`config.mk`:
```
export PLATFORM = sky130hd
export DESIGN_NAME = dda_line_rasterizer
export DESIGN_NICKNAME = d
export VERILOG_FILES = /design/src/hw/rtl/dda_pkg.sv /design/src/hw/rtl/dda_divider.sv /design/src/hw/rtl/dda_stepper.sv /design/src/hw/rtl/dda_line_rasterizer.sv
export SDC_FILE = /design/constraint.sdc
export NUM_CORES = 1
export LEC_CHECK = 0
export BUFFER_PORTS_ARGS = -buffer_cell sky130_fd_sc_hd__buf_4
export CORE_ASPECT_RATIO = 0.5
export CORE_MARGIN = 2
export CORE_UTILIZATION = 34
export DETAILED_ROUTE_END_ITERATION = 7
export HOLD_SLACK_MARGIN = 0.1
export PLACE_DENSITY = 0.46
export SETUP_SLACK_MARGIN = 0.05
export SLEW_MARGIN = 20
export SYNTH_ARGS = -nofsm -noshare
export SYNTH_HDL_FRONTEND = slang
export SYNTH_HIERARCHICAL = 1
export SYNTH_SLANG_ARGS = --single-unit
```
`constraint.sdc`:
```
create_clock -name i_clk -period 7.4 [get_ports i_clk]
set_input_delay 1.11 -clock i_clk [delete_from_list [all_inputs] [get_ports i_clk]]
set_output_delay 1.11 -clock i_clk [all_outputs]
set_load 0.02 [all_outputs]
```
`src/hw/rtl/dda_pkg.sv`:
```
`default_nettype none

package dda_pkg;

    localparam int COORD_W            = 6;
    localparam int COORD_SIZE         = 64;
    localparam int DEF_FRACTION_BITS  = 16;

    typedef enum logic [1:0] {
        ST_IDLE,
        ST_DIVX,
        ST_DIVY,
        ST_EMIT
    } t_state;

    typedef struct packed {
        logic load;
        logic load_mx;
        logic load_my;
        logic advance;
    } t_step_ctrl;

    function automatic logic [COORD_W-1:0] clamp_coord(input logic [COORD_W-1:0] v);
        logic [COORD_W-1:0] r;
        r = v;
        if (int'(v) > COORD_SIZE - 1) begin
            r = COORD_W'(COORD_SIZE - 1);
        end
        return r;
    endfunction

endpackage

`default_nettype wire

```
`src/hw/rtl/dda_divider.sv`:
```
`default_nettype none

// restoring divider, one quotient bit per cycle: ({dividend, F zeros}) / divisor
module dda_divider #(
    parameter int FRACTION_BITS = dda_pkg::DEF_FRACTION_BITS
) (
    input  wire logic                               i_clk,
    input  wire logic                               i_rst_n,
    input  wire logic                               i_start,
    input  wire logic [dda_pkg::COORD_W-1:0]        i_dividend,
    input  wire logic [dda_pkg::COORD_W-1:0]        i_divisor,
    output logic                                    o_done,
    output logic [FRACTION_BITS:0]                  o_quotient
);
    import dda_pkg::*;

    localparam int NB = COORD_W + FRACTION_BITS;
    localparam int CW = $clog2(NB);

    logic [NB-1:0]      r_num;
    logic [COORD_W-1:0] r_rem;
    logic [COORD_W-1:0] r_div;
    logic [CW-1:0]      r_cnt;
    logic               r_busy;
    logic               r_done;

    logic [COORD_W:0]   rem_sh;
    logic [COORD_W:0]   diff;
    logic               qbit;

    assign rem_sh = {r_rem, r_num[NB-1]};
    assign diff   = rem_sh - {1'b0, r_div};
    assign qbit   = (rem_sh >= {1'b0, r_div});

    always_ff @(posedge i_clk) begin
        if (!i_rst_n) begin
            r_busy <= 1'b0;
            r_done <= 1'b0;
            r_cnt  <= '0;
        end else if (i_start) begin
            r_busy <= 1'b1;
            r_done <= 1'b0;
            r_cnt  <= '0;
        end else if (r_busy) begin
            r_cnt <= r_cnt + 1'b1;
            if (r_cnt == CW'(NB - 1)) begin
                r_busy <= 1'b0;
                r_done <= 1'b1;
            end
        end else begin
            r_done <= 1'b0;
        end
    end

    always_ff @(posedge i_clk) begin
        if (i_start) begin
            r_num <= {i_dividend, {FRACTION_BITS{1'b0}}};
            r_rem <= '0;
            r_div <= i_divisor;
        end else if (r_busy) begin
            r_num <= {r_num[NB-2:0], qbit};
            r_rem <= qbit ? diff[COORD_W-1:0] : rem_sh[COORD_W-1:0];
        end
    end

    assign o_done     = r_done;
    assign o_quotient = r_num[FRACTION_BITS:0];

endmodule

`default_nettype wire

```
`src/hw/rtl/dda_stepper.sv`:
```
`default_nettype none

module dda_stepper #(
    parameter int FRACTION_BITS = dda_pkg::DEF_FRACTION_BITS
) (
    input  wire logic                           i_clk,
    input  wire dda_pkg::t_step_ctrl            i_ctrl,
    input  wire logic [dda_pkg::COORD_W-1:0]    i_sx,
    input  wire logic [dda_pkg::COORD_W-1:0]    i_sy,
    input  wire logic                           i_negx,
    input  wire logic                           i_negy,
    input  wire logic [dda_pkg::COORD_W-1:0]    i_steps,
    input  wire logic [FRACTION_BITS:0]         i_quot,
    output logic [dda_pkg::COORD_W-1:0]         o_point_x,
    output logic [dda_pkg::COORD_W-1:0]         o_point_y,
    output logic                                o_last
);
    import dda_pkg::*;

    localparam int AW = COORD_W + FRACTION_BITS;
    localparam logic [AW-1:0] HALF = AW'(1) << (FRACTION_BITS - 1);

    logic [AW-1:0]          r_ax, r_ay;
    logic [FRACTION_BITS:0] r_mx, r_my;
    logic                   r_negx, r_negy;
    logic [COORD_W-1:0]     r_remain;

    logic [AW-1:0] incx, incy;
    logic [AW-1:0] rx, ry;

    assign incx = {{(AW-FRACTION_BITS-1){1'b0}}, r_mx};
    assign incy = {{(AW-FRACTION_BITS-1){1'b0}}, r_my};

    always_ff @(posedge i_clk) begin
        if (i_ctrl.load) begin
            r_ax     <= {i_sx, {FRACTION_BITS{1'b0}}};
            r_ay     <= {i_sy, {FRACTION_BITS{1'b0}}};
            r_negx   <= i_negx;
            r_negy   <= i_negy;
            r_remain <= i_steps;
            r_mx     <= '0;
            r_my     <= '0;
        end else begin
            if (i_ctrl.load_mx) begin
                r_mx <= i_quot;
            end
            if (i_ctrl.load_my) begin
                r_my <= i_quot;
            end
            if (i_ctrl.advance) begin
                r_ax     <= r_negx ? r_ax - incx : r_ax + incx;
                r_ay     <= r_negy ? r_ay - incy : r_ay + incy;
                r_remain <= r_remain - 1'b1;
            end
        end
    end

    // round half up
    assign rx        = r_ax + HALF;
    assign ry        = r_ay + HALF;
    assign o_point_x = rx[AW-1 -: COORD_W];
    assign o_point_y = ry[AW-1 -: COORD_W];
    assign o_last    = (r_remain == '0);

endmodule

`default_nettype wire

```
`src/hw/rtl/dda_line_rasterizer.sv`:
```
`default_nettype none

// DDA line rasterizer.
// Input channel (i_in_valid / o_in_ready): one segment per transaction,
// start and end pixel coordinates; values above COORD_SIZE-1 saturate.
// Output channel (o_out_valid / i_out_ready): steps+1 points per segment,
// steps = max(|dx|, |dy|), the final point flagged by o_last_point.
// One segment at a time: o_in_ready is high only while idle.
// The x and y increments come from one shared restoring divider, x first
// and then y, and the first point shows once both divisions are done. A
// zero-length segment skips the divider and shows its single point on the
// next cycle. Points then leave at one per cycle while i_out_ready is high;
// a stall holds the current point and the accumulators. After the last
// point the block is ready again on the next cycle. Synchronous reset
// returns the block to idle and drops any segment.
module dda_line_rasterizer #(
    parameter int FRACTION_BITS = dda_pkg::DEF_FRACTION_BITS
) (
    input  wire logic                           i_clk,
    input  wire logic                           i_rst_n,
    input  wire logic                           i_in_valid,
    output logic                                o_in_ready,
    input  wire logic [dda_pkg::COORD_W-1:0]    i_start_x,
    input  wire logic [dda_pkg::COORD_W-1:0]    i_start_y,
    input  wire logic [dda_pkg::COORD_W-1:0]    i_end_x,
    input  wire logic [dda_pkg::COORD_W-1:0]    i_end_y,
    output logic                                o_out_valid,
    input  wire logic                           i_out_ready,
    output logic [dda_pkg::COORD_W-1:0]         o_point_x,
    output logic [dda_pkg::COORD_W-1:0]         o_point_y,
    output logic                                o_last_point
);
    import dda_pkg::*;

    t_state r_state, n_state;

    logic [COORD_W-1:0] r_ady, r_steps;

    logic [COORD_W-1:0] sx, sy, ex, ey;
    logic               negx, negy;
    logic [COORD_W-1:0] adx, ady, steps;

    t_step_ctrl             ctrl;
    logic                   div_start;
    logic                   div_done;
    logic [COORD_W-1:0]     div_dividend, div_divisor;
    logic [FRACTION_BITS:0] quot;
    logic                   last;
    logic                   in_xact;

    assign sx    = clamp_coord(i_start_x);
    assign sy    = clamp_coord(i_start_y);
    assign ex    = clamp_coord(i_end_x);
    assign ey    = clamp_coord(i_end_y);
    assign negx  = (ex < sx);
    assign negy  = (ey < sy);
    assign adx   = negx ? sx - ex : ex - sx;
    assign ady   = negy ? sy - ey : ey - sy;
    assign steps = (adx > ady) ? adx : ady;

    assign in_xact = i_in_valid && o_in_ready;

    always_ff @(posedge i_clk) begin
        if (!i_rst_n) begin
            r_state <= ST_IDLE;
        end else begin
            r_state <= n_state;
        end
    end

    always_ff @(posedge i_clk) begin
        if (in_xact) begin
            r_ady   <= ady;
            r_steps <= steps;
        end
    end

    always_comb begin
        n_state   = r_state;
        ctrl      = '0;
        div_start = 1'b0;
        case (r_state)
            ST_IDLE: begin
                if (in_xact) begin
                    ctrl.load = 1'b1;
                    if (steps == '0) begin
                        n_state = ST_EMIT;
                    end else begin
                        div_start = 1'b1;
                        n_state   = ST_DIVX;
                    end
                end
            end
            ST_DIVX: begin
                if (div_done) begin
                    ctrl.load_mx = 1'b1;
                    div_start    = 1'b1;
                    n_state      = ST_DIVY;
                end
            end
            ST_DIVY: begin
                if (div_done) begin
                    ctrl.load_my = 1'b1;
                    n_state      = ST_EMIT;
                end
            end
            ST_EMIT: begin
                if (i_out_ready) begin
                    if (last) begin
                        n_state = ST_IDLE;
                    end else begin
                        ctrl.advance = 1'b1;
                    end
                end
            end
            default: begin
                n_state = ST_IDLE;
            end
        endcase
    end

    assign div_dividend = (r_state == ST_IDLE) ? adx   : r_ady;
    assign div_divisor  = (r_state == ST_IDLE) ? steps : r_steps;

    dda_divider #(
        .FRACTION_BITS(FRACTION_BITS)
    ) u_div (
        .i_clk      (i_clk),
        .i_rst_n    (i_rst_n),
        .i_start    (div_start),
        .i_dividend (div_dividend),
        .i_divisor  (div_divisor),
        .o_done     (div_done),
        .o_quotient (quot)
    );

    dda_stepper #(
        .FRACTION_BITS(FRACTION_BITS)
    ) u_step (
        .i_clk     (i_clk),
        .i_ctrl    (ctrl),
        .i_sx      (sx),
        .i_sy      (sy),
        .i_negx    (negx),
        .i_negy    (negy),
        .i_steps   (steps),
        .i_quot    (quot),
        .o_point_x (o_point_x),
        .o_point_y (o_point_y),
        .o_last    (last)
    );

    assign o_in_ready   = (r_state == ST_IDLE);
    assign o_out_valid  = (r_state == ST_EMIT);
    assign o_last_point = last;

endmodule

`default_nettype wire

```
==> impl_metrics.csv <==
group,metric,value,unit
sta,tightest_slew,855.5,ps
synthesis,synth_edf_count,44,
placement,post_dp_cell_area,10710,sq um
die,die_w,249.3,um
finish,num_antenna_cells,0,
drt,vias,8017,
sta,final.setup_skew,7.056,ps
clock_network,cts_root_buffer,"clkbuf_16",
placement,dp_slack,1276,ps
finish,final_cell_mix,"nor2_1 (137), dfxtp_1 (97), ha_1 (89)",
clock_network,clock_path_buffers,2,
setup_path,crit_type,"in2reg",
synthesis,synth_area_per_cell,8.911,sq um
synthesis,synth_top_cell_area_share,0.1898,
synthesis,syn_nets,1272,
synthesis,yosysTopAreaCell,"dfxtp_1",
synthesis,synthDistinctLibCells,87,
clock_network,clkTransAtPathRegs,60,ps
setup_path,path_max_fanout,23,
sta,finalMaxSlewViolations,0,
placement,dpl.hpwl,19460,um
drt,first_iter_violations,609,
drt,drc,0,
global_routing,grt_overflow_total,0,
min_path,hp-class,"reg2reg",
sta,max_slew_margin,0.4297,
drt,ant_nets,0,
setup_path,required,7580,ps
pwr,power.density,268.8,nW/um^2
global_routing,grt_use_total,0.1694,
sta,finalHoldViolCount,0,
flow_run,maxCapViolCount,0,
sta,fmax,176.7,MHz
sta,hold_ws,464.6,ps
synthesis,seq_area_frac_synth,0.3190,
drt,totalWireLength,25710,um
synthesis,synth_ff_type,"dfxtp_1",
clock_network,cts_resized,0,
min_path,whs_path_depth,2,
global_routing,grt_pass1_wl,42160,um
setup_path,reg2regPathDepth,13,
run_status,status,"finished clean",
die,core,29290,sq um
sta,fin_ws,1741,ps
global_routing,antenna_found_initial,0,
sta,tns,0,ps
global_routing,grt_max_degree,72,
clock_network,htreeDepth,4,
die,dieArea,31580,sq um
sta,finalSetupViolations,0,
drt,viasPerCell,5.142,
synthesis,syn_inst,1148,
global_routing,grt_pass1_vias,7835,
finish,mostFrequentLayoutCell,"nor2_1",
setup_path,crit_arrival,5840,ps
clock_network,cts_tree,"built",
die,initial_utilization,0.3493,
die,pin_count,43,
die,rows,44,
synthesis,synthArstFlopShare,0,
synthesis,yosys-top-cells-area,"dfxtp_1 (19%), edfxtp_1 (13%), ha_1 (11%), mux2i_1 (7.9%), xnor2_1 (5.1%)",
clock_network,clk_latency,440,ps
placement,portBuffers,42,
finish,areaGrowthSynthToFinish,10.30,%
synthesis,netlist_area,10230,sq um
finish,nets,1280,
clock_network,cts_setup_buffers,0,
die,fp.dieH,126.7,um
clock_network,cts_buffers,17,
clock_network,cts.sinks,141,
pwr,ir_worst_vdd,0.1500,mV
placement,gp_congestion,0.8284,
sta,fin_crit_sh,0.7647,
drt,wl_per_cell,16.49,um
drt,first_pass_iters,5,
finish,stdcell_area,11280,sq um
sta,rsz0062_at_grt,"no",
clock_network,postCtsHoldBufs,0,
pwr,leakagePower,4.560,nW
finish,layout-drive-gt1-share,0.1045,
synthesis,ys_seq_elements,141,
setup_path,start_kind,"input port",
synthesis,yosysWarnings,6,
setup_path,critPathCaptureType,"register",
sta,finalCriticalPeriod,5659,ps
## area by class of cell
| cell class | count | area, sq um |
|---|---|---|
| Sequential cell | 141 | 3263 |
| Multi-Input combinational cell | 868 | 6295 |
| Inverter | 77 | 289.0 |
| Fill cell | 2982 | 18000 |
| Timing Repair Buffer | 51 | 390.4 |
| Clock inverter | 11 | 88.84 |
| Clock buffer | 20 | 467.9 |
| Tap cell | 391 | 489.2 |
## cells in the mapped netlist (7+ instances only)
cell        n
mux2i_1    81
nor2_1    137
nand3_1    20
nor3_1     27
nand2_1    72
dfxtp_1    97
a211oi_1   15
and3_1     11
a31oi_1     8
ha_1       89
fa_1        7
clkbuf_1   32
nand4_1    14
a21oi_1    82
inv_1      77
nor2b_1     8
a21o_1     27
xor2_1     31
and2_1      9
o21ai_0    48
buf_4      19
xnor2_1    59
edfxtp_1   44
## power breakdown
part	switching, W	internal [W]
Sequential	0.0000910	0.000972
Combinational	0.000691	0.000445
Clock	0.000347	0.000486
## cell families after synthesis
kind of cell	share of synthesized area
muxes	0.08733
AOI/OAI and AO/OA	0.1674
xor gates and xnor gates	0.07975
adders and majority gates	0.1226
DFF	0.3190
and+or+nand+nor	0.1579
buffers and inverters	0.06605
## stage by stage
stage | utilization | cells | power, W
2_1_floorplan | - | 1148 | 0.001924
3_5_place_dp | 0.3657 | 1527 | 0.002215
5_1_grt | 0.3853 | 1559 | 0.003234
6_report | 0.3853 | 1559 | 0.003032
4_1_cts | 0.3847 | 1558 | 0.003067
3_3_place_gp | 0.3657 | 1527 | 0.002202
## per-layer routing
metal | GRT usage | part of all wire
met1 | 0.2284 | 0.50
met2 | 0.2790 | 0.45
met3 | 0.02811 | 0.030
met4 | 0.05315 | 0.015
met5 | 0 | 0
## sequential cells by signal, indices dropped and copies added, names as in the netlist
register	cells
u_step/r_ax	22
r_ady	6
u_step/r_ay	22
u_div/r_busy	1
r_state	2
u_step/r_negy	1
u_step/r_remain	6
u_div/r_rem	6
u_step/r_negx	1
r_steps	6
u_div/o_done	1
u_step/r_mx	17
u_div/r_cnt	5
u_step/r_my	17
u_div/r_div	6
u_div/r_num	22
## critical path, cell delays in order
cell and delay [ps]:
buf_4 110, inv_1 50, ha_1 150, inv_1 50, fa_1 380, a21o_1 210
and3_4 210, o41ai_4 290, o221ai_2 130, xor2_1 250, inv_1 80, ha_1 290
and4_1 220, a221oi_1 100, a31oi_2 450, mux2i_1 430, nor3_1 100, nand4bb_1 150
a21o_1 540, buf_4 370, o21ai_0 130
## worst paths after layout
path	from	to	slack (ps)
worst max-delay path	i_end_y[0]	u_div/r_num[16]	1740
worst max register to register	u_step/r_mx[2]	u_step/r_ax[19]	3410
worst min register to register	u_step/r_ay[8]	u_step/r_ay[8]	460
worst min-delay path	u_step/r_ay[8]	u_step/r_ay[8]	460
(Power assumes the default switching activity.)
